===== src/rtl/core/p2d_pkg.sv =====
// ----------------------------------------------------------------------------
// p2d_pkg
// Shared sizes, register codes and divider request/response types for the
// two-dimensional pooling unit.
// ----------------------------------------------------------------------------
package p2d_pkg;

  localparam int MAX_SIDE   = 64;
  localparam int MAX_KERNEL = 8;

  localparam int SIDE_W     = $clog2(MAX_SIDE + 1);        // 1..MAX_SIDE
  localparam int POS_W      = $clog2(MAX_SIDE);            // 0..MAX_SIDE-1
  localparam int ADDR_W     = $clog2(MAX_SIDE * MAX_SIDE);
  localparam int SAMPLE_W   = 16;
  localparam int SUM_W      = SAMPLE_W + $clog2(MAX_KERNEL * MAX_KERNEL);
  localparam int DIV_W      = SUM_W;
  localparam int DVSR_W     = 7;                           // kernel squared or stride
  localparam int CFG_IDX_W  = 3;
  localparam int CFG_DATA_W = 7;

  typedef enum logic [CFG_IDX_W-1:0] {
    CFG_MODE   = 3'd0,
    CFG_KERNEL = 3'd1,
    CFG_STRIDE = 3'd2,
    CFG_PAD    = 3'd3,
    CFG_HEIGHT = 3'd4,
    CFG_WIDTH  = 3'd5
  } cfg_idx_t;

  typedef struct packed {
    logic              start;
    logic [DIV_W-1:0]  dividend;
    logic [DVSR_W-1:0] divisor;
  } div_req_t;

  typedef struct packed {
    logic             done;
    logic [DIV_W-1:0] quotient;
  } div_rsp_t;

endpackage


===== src/rtl/core/p2d_divider.sv =====
// ----------------------------------------------------------------------------
// p2d_divider
// Restoring bit-serial unsigned divider, one quotient bit per cycle.
// Shared between output-grid sizing and the average.
// ----------------------------------------------------------------------------
module p2d_divider (
  input  logic                clk,
  input  logic                rst_n,
  input  p2d_pkg::div_req_t   req,
  output p2d_pkg::div_rsp_t   rsp
);

  import p2d_pkg::*;

  localparam int CNT_W = $clog2(DIV_W + 1);

  logic              run_r,  run_nxt;
  logic              done_r, done_nxt;
  logic [CNT_W-1:0]  cnt_r,  cnt_nxt;
  logic [DIV_W-1:0]  quo_r,  quo_nxt;
  logic [DVSR_W-1:0] rem_r,  rem_nxt;
  logic [DVSR_W-1:0] dsr_r,  dsr_nxt;

  logic [DVSR_W:0]   trial;
  logic [DVSR_W:0]   diff;
  logic              ge;

  always_comb begin
    trial    = {rem_r, quo_r[DIV_W-1]};
    diff     = trial - {1'b0, dsr_r};
    ge       = (trial >= {1'b0, dsr_r});
    run_nxt  = run_r;
    done_nxt = 1'b0;
    cnt_nxt  = cnt_r;
    quo_nxt  = quo_r;
    rem_nxt  = rem_r;
    dsr_nxt  = dsr_r;
    if (req.start) begin
      run_nxt = 1'b1;
      cnt_nxt = CNT_W'(DIV_W);
      quo_nxt = req.dividend;
      rem_nxt = '0;
      dsr_nxt = req.divisor;
    end else if (run_r) begin
      rem_nxt = ge ? diff[DVSR_W-1:0] : trial[DVSR_W-1:0];
      quo_nxt = {quo_r[DIV_W-2:0], ge};
      cnt_nxt = cnt_r - CNT_W'(1);
      if (cnt_r == CNT_W'(1)) begin
        run_nxt  = 1'b0;
        done_nxt = 1'b1;
      end
    end
  end

  always_ff @(posedge clk) begin
    if (!rst_n) begin
      run_r  <= 1'b0;
      done_r <= 1'b0;
      cnt_r  <= '0;
    end else begin
      run_r  <= run_nxt;
      done_r <= done_nxt;
      cnt_r  <= cnt_nxt;
    end
    quo_r <= quo_nxt;
    rem_r <= rem_nxt;
    dsr_r <= dsr_nxt;
  end

  assign rsp.done     = done_r;
  assign rsp.quotient = quo_r;

endmodule


===== config.mk =====
export PLATFORM = sky130hd
export DESIGN_NAME = p2d_divider
export DESIGN_NICKNAME = d
export VERILOG_FILES = /design/src/rtl/core/p2d_pkg.sv /design/src/rtl/core/p2d_divider.sv
export SDC_FILE = /design/constraint.sdc
export NUM_CORES = 1
export LEC_CHECK = 0
export ABC_AREA = 1
export BUFFER_PORTS_ARGS = -buffer_cell sky130_fd_sc_hd__buf_2
export CAP_MARGIN = 20
export CORE_MARGIN = 2
export CORE_UTILIZATION = 30
export CTS_BUF_LIST = sky130_fd_sc_hd__clkbuf_8
export CTS_CLUSTER_SIZE = 16
export DETAILED_ROUTE_END_ITERATION = 12
export PLACE_DENSITY = 0.58
export SKIP_CTS_REPAIR_TIMING = 1
export SYNTH_ARGS = -nofsm -noshare
export SYNTH_HDL_FRONTEND = slang
export SYNTH_SLANG_ARGS = --single-unit

===== constraint.sdc =====
create_clock -name clk -period 3.4 [get_ports clk]
set_clock_uncertainty 0.2 [all_clocks]
set_input_delay 1.02 -clock clk [delete_from_list [all_inputs] [get_ports clk]]
set_output_delay 1.02 -clock clk [all_outputs]
set_load 0.01 [all_outputs]

## Word level (Yosys, flattened, before mapping)

Index checks and enable logic that the tools add are counted.

| storage, ports and cells | value |
|---|---|
| ROM bits | 0 |
| input bits | 32 |
| memories | 0 |
| bits in latches | 0 |
| word-level logic and storage cells | 25 |
| flip-flop bits (word level) | 43 |
| RAM bits | 0 |

| cells by class | value |
|---|---|
| divide/modulo/power cells | 0 |
| muxes and demuxes | 9 |
| bitwise gates (word level) | 2 |
| shift operators | 0 |
| equality and inequality tests | 1 |
| $lt $le $gt $ge | 1 |
| reductions and logical operators | 3 |
| add/subtract/negate cells | 2 |
| multiply operators | 0 |

Operators with widths:

| cell | count |
|---|---|
| $mux W22 | 2 |
| $mux W5 | 2 |
| $ge A8 B7 Y1 | 1 |
| $mux W7 | 1 |
| $sub A7 B7 Y7 | 1 |
| $eq A5 B1 Y1 const B | 1 |
| $sub A5 B1 Y5 const B | 1 |
| $mux W1 | 4 |
| $reduce_or A3 Y1 | 1 |
| $not A1 Y1 | 2 |
| $reduce_bool A2 Y1 | 1 |
| $reduce_or A2 Y1 | 1 |

## Logic depth before layout (Yosys ltp)

Gate-level depths: netlist of run 1.

| depth | value |
|---|---|
| depth after elaboration | 4 |
| mapped depth | 12 |
| gate-level depth less buffers | 12 |

## Least setup slack after synthesis of run 1

OpenSTA, ideal clock, no wires.

| path | value |
|---|---|
| kind | input -> register |
| start point | input req[29] (netlist name) |
| end point | register quo_r[0], enable pin |
| library setup time | 0.379 ns |
| cell stages on the path | 3 |
| data arrival time | 1.816 ns |
| setup slack | 1.005 ns |
| path buffers | 1 |
| cells stage by stage | buf_2 > nor2_2 > inv_1 |

| on the way | value |
|---|---|
| longest elaborated chain between the ends | 1 |

Ends and longest elaborated chain:

| item | line | RTL |
|---|---|---|
| from (decl) | p2d_divider.sv:9 | `input p2d_pkg::div_req_t req,` |
| $reduce_bool A2 Y1 (no source line) | n/a |  |
| to (signal assigned) | p2d_divider.sv:65 | `quo_r <= quo_nxt;` |
| to (decl) | p2d_divider.sv:20 | `logic [DIV_W-1:0] quo_r, quo_nxt;` |

No other way between the ends.
A chain may end at the register's enable or synchronous reset.

## Worst setup path after layout of run 1

| path | value |
|---|---|
| start point | input req[29] (netlist name) |
| end point | register quo_r[0], data pin |

| on the way | value |
|---|---|
| longest elaborated chain between the ends | 1 |

Ends and longest elaborated chain:

| item | line | RTL |
|---|---|---|
| $mux W22 | p2d_divider.sv:38 | `if (req.start) begin` |
| via quo_nxt[0] | p2d_divider.sv:20 |  |

The timed path passes the listed nets, and every way through them passes these cells.

==> impl_results.md, run 1 <==
* Crit-path cells: buf_2, buf_4, clkinv_1, nor2_1, a31oi_1
* Area delta synth->final at 21.0%
* Max Clk Rate at about 400 MHz
* Die Area at a little over 8000 sq um
* Post-DRT Antenna Nets at 0
* Hold_ws at 0.272 ns
* Yosys reg bits at 43
* Die H at between 80 and 90 um
* Vias per cell at 4.34
* Reg-to-reg endpoint: quo_r[0]
* Tmin final at 2.50 ns
* Worst min path class: reg2reg
* CTS H-tree depth at 2
* Worst path slowest cell: clkinv_1
* CTS Sinks at 43
* Cell Pwr Density at about 440 nW/um^2
* Clk slew on worst S/H paths at 0.08 ns
* First-pass GRT wire length at about 8500 um
* Initial DRC Count at between 80 and 90
* Placed insts at between 400 and 500
* Crit path kind: in2reg
* Max-Slew Margin vs Limit at 0.380
* Port buffer count at 54
* Stages on the worst setup path at 5
* Finished Layout Cells at about 420
* Synth Instances at 259
* Max incr delay on CP at between 0.5 and 0.6 ns
* Final core occ at 0.372
* MaxCap Viol Count at 0
* Setup ws final at 0.899 ns
* Slew Limit Fails at 0
* Root Buffer: clkbuf_8
* Post-Syn Area at between 2000 and 2500 sq um
* CP bufs+invs at 3
* Post-detailed-routing wire length at 4740 um
* Critical Path AT at about 2.3 ns
* CTS tree: built
* Syn Area/Cell at 8.56 sq um
* Share of layout cells above drive strength 1 at 0.233
* Post-DP HPWL at 3510 um
* DR vias at approximately 1.8k
* CP top delay family: buffers and inverters
* Core area at 7210 sq um
* WHS Endpoint: rem_r[3]
* Fin. Hold Viols at 0
* Final count of negative-setup-slack endpoints at 0
* Clock tree buffer depth at 2
* Starting Density at 0.307
* RSZ-0062 raised after global routing: no
* First-pass DRT Iterations at 4
* Clock Latency Late Sink at slightly below 0.3 ns
* Hold path cells at 2
* Number of global-route vias before repair at between 1.5k and 2k
* Seq/Total Area, Yosys at 0.519
* Total grt overflow at 0
* VDD IR max at between 0.2 and 0.25 mV
* Final setup TNS at 0 ns
* Synth warnings at 0
* Largest net degree at the start of global routing at 26
* Antenna cells at 0
* GR Util All Layers at 0.128
* R2r worst-path depth at 10
* Num rows at 31
* HP Start: rem_r[3]
* Syn Nets at between 300 and 400
* Ports at 55
* Status: completed
* Die width at between 80 and 90 um
* Origin of the critical flop-to-flop path: quo_r[21]
* Worst Path Required at between 3 and 4 ns
* CTS Buf Count at 5
* Maximum fanout along the worst path at 25
* Global placement routability congestion at approximately 0.84
* Final period util at 0.736
* Slew @ Worst Pin at slightly above 0.9 ns
* Wire per inst at approximately 11 um
* Type of origin of the critical path: input pin
* NumNets Final at approximately 360
* DRC viols at 0
* Pleak at between 0.001 and 0.0015 uW
* Critical path endpoint category: flop
* Initial antenna violation count at 0
* Setup slack, reg-to-reg at 1.29 ns
* Distinct cells, synth at 31
* Pre-CTS WS at around 0.57 ns
worst reg2reg max path, stage by stage, from the launching register on:
cell and delay (ns):
edfxtp_1 0.37, inv_1 0.07, ha_1 0.22, fa_1 0.41, inv_1 0.09, nand2_1 0.05
nand2_1 0.08, nand2_1 0.09, nand2_1 0.08, nand2_2 0.12, a31oi_1 0.16
logic make-up (layout without fill, tap and decap cells):
kind of cell,Yosys count,in the layout,share of synthesized area
and+or+nand+nor,152,152,0.304
DFF,43,43,0.519
xor gates and xnor gates,3,3,0.0119
buffers and inverters,40,98,0.0700
adders and majority gates,10,10,0.0598
AOI/OAI and AO/OA,11,11,0.0356
power breakdown:
| part | switching (uW) | internal (uW) |
|---|---|---|
| logic | 135 | 88.3 |
| registers | 25.2 | 611 |
| clock network | 180 | 141 |
| total | 341 | 840 |
cell usage in the layout, fill, tap and decap left out, types with 3 or more instances in the layout:
master      n
a21oi_1     4
buf_2      54
clkbuf_8    5
dfxtp_1    14
edfxtp_1   29
ha_1        9
inv_1      32
nand2_1   110
nand3_1    15
nand3b_1    5
nor2_1      9
xor2_1      3
area by class of cell:
class	instances	area [sq um]
Multi-Input combinational cell	176	911
Fill cell	789	4530
Tap cell	99	124
Inverter	34	128
Clock buffer	5	68.8
Clock inverter	3	16.3
Timing Repair Buffer	56	285
Sequential cell	43	1150
Yosys cell counts, drive strengths merged:
| library cell | count | area (sq um) |
|---|---|---|
| a21oi | 5 | 36.3 |
| a221oi | 1 | 8.76 |
| a31oi | 2 | 12.5 |
| buf | 2 | 12.5 |
| clkbuf | 4 | 15.0 |
| clkinv | 1 | 3.75 |
| dfxtp | 14 | 280 |
| edfxtp | 29 | 871 |
| fa | 1 | 20.0 |
| ha | 9 | 113 |
| inv | 33 | 124 |
| nand2 | 111 | 419 |
| nand3 | 18 | 113 |
| nand3b | 5 | 37.5 |
| nand4 | 2 | 12.5 |
| nor2 | 12 | 66.3 |
| nor3 | 2 | 10.0 |
| nor4 | 1 | 6.26 |
| o211ai | 1 | 7.51 |
| o21ai | 2 | 13.8 |
| or2 | 1 | 8.76 |
| xor2 | 3 | 26.3 |
worst max-delay path by stage:
stage,slack [ns],start,endpoint
3_5_place_dp,0.57,req[29],quo_r[0]
3_3_place_gp,0.62,req[29],quo_r[0]
2_1_floorplan,1.01,req[29],quo_r[0]
6_report,0.90,req[29],quo_r[0]
5_1_grt,0.73,req[29],quo_r[0]
4_1_cts,0.86,req[29],quo_r[0]
per-stage QoR:
step                      power, uW  cell area, sq um
after floorplan                 791              2220
after global placement          872              2600
after detailed placement        874              2600
after CTS                      1200              2680
after global routing           1250              2680
final                          1180              2680
registers in the layout, summed over array words and instances, names as in the netlist:
signal	cells
quo_r	22
cnt_r	5
dsr_r	7
rem_r	7
done_r	1
run_r	1
routing by layer:
metal / up-vias / track usage / routed length, um
met5: - / 0 / 0
met4: 0 / 0.0308 / 34
met3: 6 / 0.0394 / 365
met2: 57 / 0.209 / 2110
met1: 806 / 0.166 / 2230
li1: 938 / - / -
Note: power is estimated with default switching activity, not from simulation.
==> run 2: changes to the inputs <==
--- a/config.mk
+++ b/config.mk
@@ -5,7 +5,7 @@
 export SDC_FILE = /design/constraint.sdc
 export NUM_CORES = 1
 export LEC_CHECK = 0
-export ABC_AREA = 1
+export ABC_AREA = 0
 export BUFFER_PORTS_ARGS = -buffer_cell sky130_fd_sc_hd__buf_2
 export CAP_MARGIN = 20
 export CORE_MARGIN = 2
@@ -13,7 +13,7 @@
 export CTS_BUF_LIST = sky130_fd_sc_hd__clkbuf_8
 export CTS_CLUSTER_SIZE = 16
 export DETAILED_ROUTE_END_ITERATION = 12
-export PLACE_DENSITY = 0.58
+export PLACE_DENSITY = 0.6
 export SKIP_CTS_REPAIR_TIMING = 1
 export SYNTH_ARGS = -nofsm -noshare
 export SYNTH_HDL_FRONTEND = slang
==> constraint.sdc (replaced) <==
create_clock -name clk -period 2.1 [get_ports clk]
set_clock_uncertainty 0.2 [all_clocks]
set_input_delay 0.63 -clock clk [delete_from_list [all_inputs] [get_ports clk]]
set_output_delay 0.63 -clock clk [all_outputs]
set_load 0.01 [all_outputs]
==> run 2 against run 1 <==
The flow now finishes with violations (setup timing). Global-route usage fell by 1.4 points. Clock power rose by 100%. Die area fell by 3.0%. Hold slack improved by 0.031 ns. Critical path type is now reg2reg. Critical endpoint is now rem_r[3]. Highest routed layer unchanged.
==> impl_results.md, run 2 <==
* Status: complete, but fails checks (was completed)
* Violated checks: setup timing
* CP top delay family: adder cells (was buffers and inverters)
* Reg-to-reg endpoint: rem_r[3] (was quo_r[0])
* MaxCap Viol Count at 0 (unchanged)
* Largest register FFs at 22 (unchanged)
* Wire per inst at 12.4 um (was 11.4 um)
* Commonest non-fill, non-tap cells in the layout: buf_2, edfxtp_1, mux2_2 (was nand2_1, buf_2, inv_1, edfxtp_1, nand3_1)
* EDFF count, synth at 29 (unchanged)
* Critical Path Start: dsr_r[0] (was req[29])
* CP bufs+invs at 1 (was 3)
* Max-Slew Margin vs Limit at 0.648 (was 0.380)
* Cell Pwr Density at 796 nW/um^2 (was 440 nW/um^2)
* Antenna cells at 0 (unchanged)
* Distinct cells, synth at 37 (was 31)
* Largest regs: quo_r (22), dsr_r (7), rem_r (7) (unchanged)
* Number of global-route vias before repair at 1475 (was 1836)
* Worst path slowest cell: edfxtp_1 (was clkinv_1)
* Synth cell count leaders: edfxtp_1, mux2_2, dfxtp_1, nor2_1, inv_1 (was nand2_1, inv_1, edfxtp_1, nand3_1, dfxtp_1)
* CTS Sinks at 43 (unchanged)
* Core area at 6870 sq um (was 7210 sq um)
* FFs w/ async S/R, synth at 0 (unchanged)
* Port buffer count at 54 (unchanged)
* Synth Instances at 177 (was 259)
* Area delta synth->final at 29.0% (was 21.0%)
* Syn Area/Cell at 12.1 sq um (was 8.56 sq um)
* Die H at 88.6 um (was 90.0 um)
* Crit path kind: reg2reg (was in2reg)
* Total power at 2210 uW (was 1180 uW)
* Initial DRC Count at 103 (was 86)
* Seq/Total Area, Yosys at 0.536 (was 0.519)
* Global placement routability congestion at 0.805 (was 0.838)
* Slew Limit Fails at 0 (unchanged)
* Setup slack, reg-to-reg at -0.13 ns (was 1.29 ns)
* Top_reg_cell synth: edfxtp_1 (unchanged)
* Share of layout cells above drive strength 1 at 0.449 (was 0.233)
* Worst setup path end: rem_r[3] (was quo_r[0])
* Critical path endpoint category: flop (unchanged)
* Filler Cell Count at 668 (was 789)
* CTS H-tree depth at 2 (unchanged)
* Clock tree buffer depth at 2 (unchanged)
* Num rows at 30 (was 31)
* Fin. Hold Viols at 0 (unchanged)
* DR vias at 1549 (was 1807)
* Syn Nets at 219 (was 301)
* Pleak at 0.00116 uW (was 0.00135 uW)
* Clock Latency Late Sink at 0.30 ns (was 0.29 ns)
* Die Area at 7850 sq um (was 8090 sq um)
* Finished Layout Cells at 343 (was 416)
* Final count of negative-setup-slack endpoints at 8 (was 0)
* Clk slew on worst S/H paths at 0.09 ns (was 0.08 ns)
* VDD IR max at 0.299 mV (was 0.239 mV)
* HP Start: rem_r[1] (was rem_r[3])
* CTS Buf Count at 5 (unchanged)
* Post-DRT Antenna Nets at 0 (unchanged)
* Final period util at 1.06
* First-pass GRT wire length at 6880 um (was 8490 um)
* Origin of the critical flop-to-flop path: dsr_r[0] (was quo_r[21])
* Post-detailed-routing wire length at 4240 um (was 4740 um)
* Initial antenna violation count at 0 (unchanged)
* Type of origin of the critical path: flop (was input pin)
* Starting Density at 0.313 (was 0.307)
* RSZ-0062 raised after global routing: yes (was no)
* Crit-path cells: ha_4, fa_2, nand2b_4, a211oi_4, buf_4, nor3_4, mux2i_1, a211oi_1 (was buf_2, buf_4, clkinv_1, nor2_1, a31oi_1)
* NumNets Final at 288 (was 358)
* Slew @ Worst Pin at 0.528 ns (was 0.929 ns)
* Ports at 55 (unchanged)
* Final Instance Area at 2770 sq um (was 2680 sq um)
* Top cell type's share of synthesized area at 0.406 (was 0.393)
* First-pass DRT Iterations at 4 (unchanged)
* Commonest non-fill, non-tap cell in the layout: buf_2 (was nand2_1)
* Post-DP HPWL at 3170 um (was 3510 um)
* Count leader, synth: edfxtp_1 (was nand2_1)
* Largest area contributor in the netlist: edfxtp_1 (unchanged)
* Synth warnings at 0 (unchanged)
* Yosys reg bits at 43 (unchanged)
* Vias per cell at 4.52 (was 4.34)
* R2r worst-path depth at 8 (was 10)
* Die width at 88.6 um (was 90.0 um)
* DRC viols at 0 (unchanged)
* Total grt overflow at 0 (unchanged)
* Worst min path class: reg2reg (unchanged)
* Maximum fanout along the worst path at 5 (was 25)
* Post-DP Area at 2630 sq um (was 2600 sq um)
* Max Clk Rate at ~450 MHz
* Largest net degree at the start of global routing at 23 (was 26)
* Root Buffer: clkbuf_8 (unchanged)
* CTS tree: built (unchanged)
* Critical Path AT at 2.24 ns (was 2.32 ns)
* GR Util All Layers at 0.114 (was 0.128)
* Worst Path Required at 2.11 ns (was 3.22 ns)
* Placed insts at 333 (was 408)
* Pre-CTS WS at -0.129 ns (was 0.569 ns)
* Stages on the worst setup path at 8 (was 5)
* Biggest register: quo_r (unchanged)
* Setup ws final at -0.131 ns (was 0.899 ns)
* Max incr delay on CP at 0.42 ns (was 0.59 ns)
* Tmin final at between 2 and 2.5 ns
* Post-Syn Area at 2150 sq um (was 2220 sq um)
* Final core occ at 0.403 (was 0.372)
* Synth area leaders: edfxtp_1, dfxtp_1, mux2_2 (was edfxtp_1, nand2_1, dfxtp_1)
* Hold path cells at 2 (unchanged)
run 2: cell count changes after synthesis, sizes merged, moves of 4 or more:
cell	previous run	this run
nor3	2	9
inv	33	13
nand3b	5	1
mux2	0	21
nand2	111	7
xnor2	0	4
nand3	18	2
a211oi	0	6
mux2i	0	7
run 2: layer usage:
metal | vias up | global-route usage | part of all wire | routed length (um)
met3 | 5 | 0.0420 | 0.062 | 261
met5 | - | 0 | 0 | 0
met4 | 0 | 0.0289 | 0.0090 | 38
met1 | 724 | 0.149 | 0.42 | 1800
met2 | 40 | 0.180 | 0.50 | 2140
li1 | 780 | - | - | -
run 2: metrics by stage:
stage	hold WS, ns	setup TNS, ns
6_report	0.303	-0.742
5_1_grt	0.287	-1.50
4_1_cts	0.295	-1.04
3_5_place_dp	0.292	-0.874
3_3_place_gp	0.289	-0.354
2_1_floorplan	0.254	-0.277
run 2: worst min path at each step:
stage                to
2_1_floorplan  rem_r[1]
3_3_place_gp   rem_r[1]
3_5_place_dp   rem_r[1]
4_1_cts        dsr_r[4]
5_1_grt        dsr_r[6]
6_report       rem_r[1]
run 2: cell type report:
cell class | instances | area, sq um | area share
Multi-Input combinational cell | 115 | 961 | 0.347
Timing Repair Buffer | 68 | 375 | 0.136
Clock inverter | 3 | 43.8 | 0.0158
Clock buffer | 5 | 68.8 | 0.0249
Inverter | 13 | 48.8 | 0.0176
Sequential cell | 43 | 1150 | 0.416
Tap cell | 96 | 120 | 0.0434
run 2: tightest hold or removal path: cells and delay by family, from the launching register on:
family | cells | cell delay, ns
AO/OA/AOI/OAI | 1 | 0.05
flip-flops | 1 | 0.35
AND/OR/NAND/NOR | 1 | 0.07
run 2: cell families after synthesis:
logic type,count (synthesis),share of synthesized area
flip-flops,43,0.536
adder cells (fa/ha/maj),10,0.0618
buffers and inverters,20,0.0367
XOR/XNOR,7,0.0286
AO/OA/AOI/OAI,24,0.0798
multiplexers,28,0.143
AND/OR/NAND/NOR,45,0.114
run 2: report_power, final:
group | internal (uW) | switching, uW | total, uW
Sequential | 999 | 49.4 | 1050
Combinational | 256 | 253 | 509
Clock | 354 | 294 | 648
Total | 1610 | 596 | 2210
==> run 3: changes to the inputs <==
--- a/config.mk
+++ b/config.mk
@@ -9,11 +9,11 @@
 export BUFFER_PORTS_ARGS = -buffer_cell sky130_fd_sc_hd__buf_2
 export CAP_MARGIN = 20
 export CORE_MARGIN = 2
-export CORE_UTILIZATION = 30
+export CORE_UTILIZATION = 49
 export CTS_BUF_LIST = sky130_fd_sc_hd__clkbuf_8
 export CTS_CLUSTER_SIZE = 16
 export DETAILED_ROUTE_END_ITERATION = 12
-export PLACE_DENSITY = 0.6
+export PLACE_DENSITY = 0.86
 export SKIP_CTS_REPAIR_TIMING = 1
 export SYNTH_ARGS = -nofsm -noshare
 export SYNTH_HDL_FRONTEND = slang
==> run 3 against run 2 <==
The flow still finishes with violations (setup timing). Global-route usage grew 7.1 points. Routed wire length grew 2.5%. Final cell count shrank 13%. Non-clock buffer count is the same. Combinational power grew 4%. Critical endpoint is now rem_r[4]. Largest cell class unchanged. Largest power group unchanged.
==> impl_results.md, run 3 (synthesis gave the netlist of run 2 again) <==
* Clk slew on worst S/H paths at 0.08 ns (was 0.09 ns)
* Starting Density at 0.500 (was 0.313)
* MaxCap Viol Count at 0 (unchanged)
* First-pass DRT Iterations at 4 (unchanged)
* Root Buffer: clkbuf_8 (unchanged)
* RSZ-0062 raised after global routing: yes (unchanged)
* Clock power frac at 0.247 (was 0.294)
* Setup ws final at -0.160 ns (was -0.131 ns)
* Die Area at 4930 sq um (was 7850 sq um)
* Die H at 70.2 um (was 88.6 um)
* Area delta synth->final at 25.7% (was 29.0%)
* Violated checks: setup timing (unchanged)
* Clock Latency Late Sink at 0.30 ns (about the same)
* Die width at 70.2 um (was 88.6 um)
* Seq. cell area at 1150 sq um (unchanged)
* Largest net degree at the start of global routing at 23 (unchanged)
* Final setup TNS at -0.637 ns (was -0.742 ns)
* Type of origin of the critical path: flop (unchanged)
* CTS Sinks at 43 (unchanged)
* First-pass GRT wire length at 7040 um (was 6880 um)
* CTS Buf Count at 5 (unchanged)
* Multi-input gate area at 973 sq um (was 961 sq um)
* HP Start: req[5] (was rem_r[1])
* Pre-CTS WS at -0.137 ns (was -0.129 ns)
* Post-detailed-routing wire length at 4340 um (was 4240 um)
* DR vias at 1588 (was 1549)
* Share of layout cells above drive strength 1 at 0.445 (was 0.449)
* Final count of negative-setup-slack endpoints at 7 (was 8)
* Worst path slowest cell: edfxtp_1 (unchanged)
* Port buffer count at 54 (unchanged)
* Filler Cell Count at 337 (was 668)
* Fin. Hold Viols at 0 (unchanged)
* Max Clk Rate at 443 MHz (was 448 MHz)
* NumNets Final at 288 (unchanged)
* CP bufs+invs at 1 (unchanged)
* Critical Path AT at 2.28 ns (was 2.24 ns)
* Largest regs: quo_r (22), dsr_r (7), rem_r (7) (unchanged)
* Final period util at 1.08 (was 1.06)
* Tmin final at 2.26 ns (was 2.23 ns)
* Wire per inst at 14.5 um (was 12.4 um)
* Clock tree buffer depth at 2 (unchanged)
* Slew Limit Fails at 0 (unchanged)
* Core area at 4290 sq um (was 6870 sq um)
* Total grt overflow at 0 (unchanged)
* Gate power share at 0.253 (was 0.231)
* Max-Slew Margin vs Limit at 0.657 (was 0.648)
* Setup slack, reg-to-reg at -0.16 ns (was -0.13 ns)
* CP top delay family: adder cells (unchanged)
* Pleak at 0.00115 uW (was 0.00116 uW)
* Ports at 55 (unchanged)
* Commonest non-fill, non-tap cell in the layout: buf_2 (unchanged)
* Cell Pwr Density at 775 nW/um^2 (was 796 nW/um^2)
* Slew @ Worst Pin at 0.514 ns (was 0.528 ns)
* VDD IR max at 0.455 mV (was 0.299 mV)
* Maximum fanout along the worst path at 5 (unchanged)
* Global placement routability congestion at 0.849 (was 0.805)
* Vias per cell at 5.31 (was 4.52)
* Hold path cells at 1 (was 2)
* Initial antenna violation count at 0 (unchanged)
* CTS H-tree depth at 2 (unchanged)
* Crit path kind: reg2reg (unchanged)
* Crit-path cells: ha_4, fa_2, nand2b_4, a211oi_4, buf_4, nor3_4, mux2i_1, a211oi_1 (unchanged)
* Sequential share of power at 0.500 (was 0.475)
* GR Util All Layers at 0.185 (was 0.114)
* Largest register FFs at 22 (unchanged)
* Num rows at 24 (was 30)
* Int Power at 1490 uW (was 1610 uW)
* Antenna cells at 0 (unchanged)
* CTS tree: built (unchanged)
* Critical path endpoint category: flop (unchanged)
* Max incr delay on CP at 0.42 ns (about the same)
* WHS Endpoint: dsr_r[5] (was rem_r[1])
* DRC viols at 0 (unchanged)
* Biggest register: quo_r (unchanged)
* Number of global-route vias before repair at 1586 (was 1475)
* Commonest non-fill, non-tap cells in the layout: buf_2, edfxtp_1, mux2_2 (unchanged)
* Worst Path Required at 2.12 ns (was 2.11 ns)
* Reg-to-reg endpoint: rem_r[4] (was rem_r[3])
* R2r worst-path depth at 8 (unchanged)
* Initial DRC Count at 75 (was 103)
* Origin of the critical flop-to-flop path: dsr_r[0] (unchanged)
* Psw at 603 uW (was 596 uW)
* Post-DRT Antenna Nets at 0 (unchanged)
* Switching part of the total power at 0.288 (was 0.271)
* Post-DP HPWL at 3160 um (was 3170 um)
* Worst min path class: in2reg (was reg2reg)
* Status: complete, but fails checks (unchanged)
[run 3: cell types whose count changed in the layout (fill, tap and decap cells not counted)]
cell / delta
inv_1: +2
a311oi_1: -1
a311oi_2: +1
bufinv_16: -1
clkinv_4: -1
clkinvlp_4: +1
inv_2: -1
nor3_2: -1
nor3_4: +1
[run 3: metrics by stage]
step	hold WS [ns]	total power (uW)	cell area [sq um]	std cells	utilization
floorplan	0.254	1380	2170	177	-
global placement	0.284	1540	2560	287	0.596
detailed placement	0.304	1560	2560	287	0.596
CTS	0.294	2070	2640	295	0.616
global route	0.289	2200	2700	299	0.628
finish	0.296	2090	2700	299	0.628
[run 3: per-layer routing]
metal  routed length, um  share of wire  GRT usage  vias to the layer above
met2                2270           0.52      0.319                       50
met4                  71          0.016     0.0726                        0
li1                    -              -          -                      783
met1                1750           0.40      0.212                      745
met5                   0              0          0                        -
met3                 244          0.056     0.0635                       10
[run 3: cell type report]
| type | count | share of cell area |
|---|---|---|
| tap | 52 | 0.0241 |
| sequential | 43 | 0.427 |
| clock inverter | 3 | 0.00603 |
| multi-input combinational | 115 | 0.361 |
| inverter | 13 | 0.0181 |
| timing repair buffer | 68 | 0.139 |
| clock buffer | 5 | 0.0255 |
[run 3: how the worst max path moves through the flow]
stage,startpoint,to,cells after the start
floorplan,quo_r[21],rem_r[6],8
global placement,quo_r[21],rem_r[6],8
detailed placement,quo_r[21],rem_r[5],8
CTS,quo_r[21],rem_r[5],8
global route,dsr_r[0],rem_r[4],8
finish,dsr_r[0],rem_r[4],8
[run 3: power by group through the flow]
stage          clock [uW]  combinational (uW)  sequential, uW
3_3_place_gp            0                 478            1060
4_1_cts               524                 499            1050
5_1_grt               560                 578            1060
6_report              516                 529            1050
2_1_floorplan           0                 307            1080
3_5_place_dp            0                 496            1070
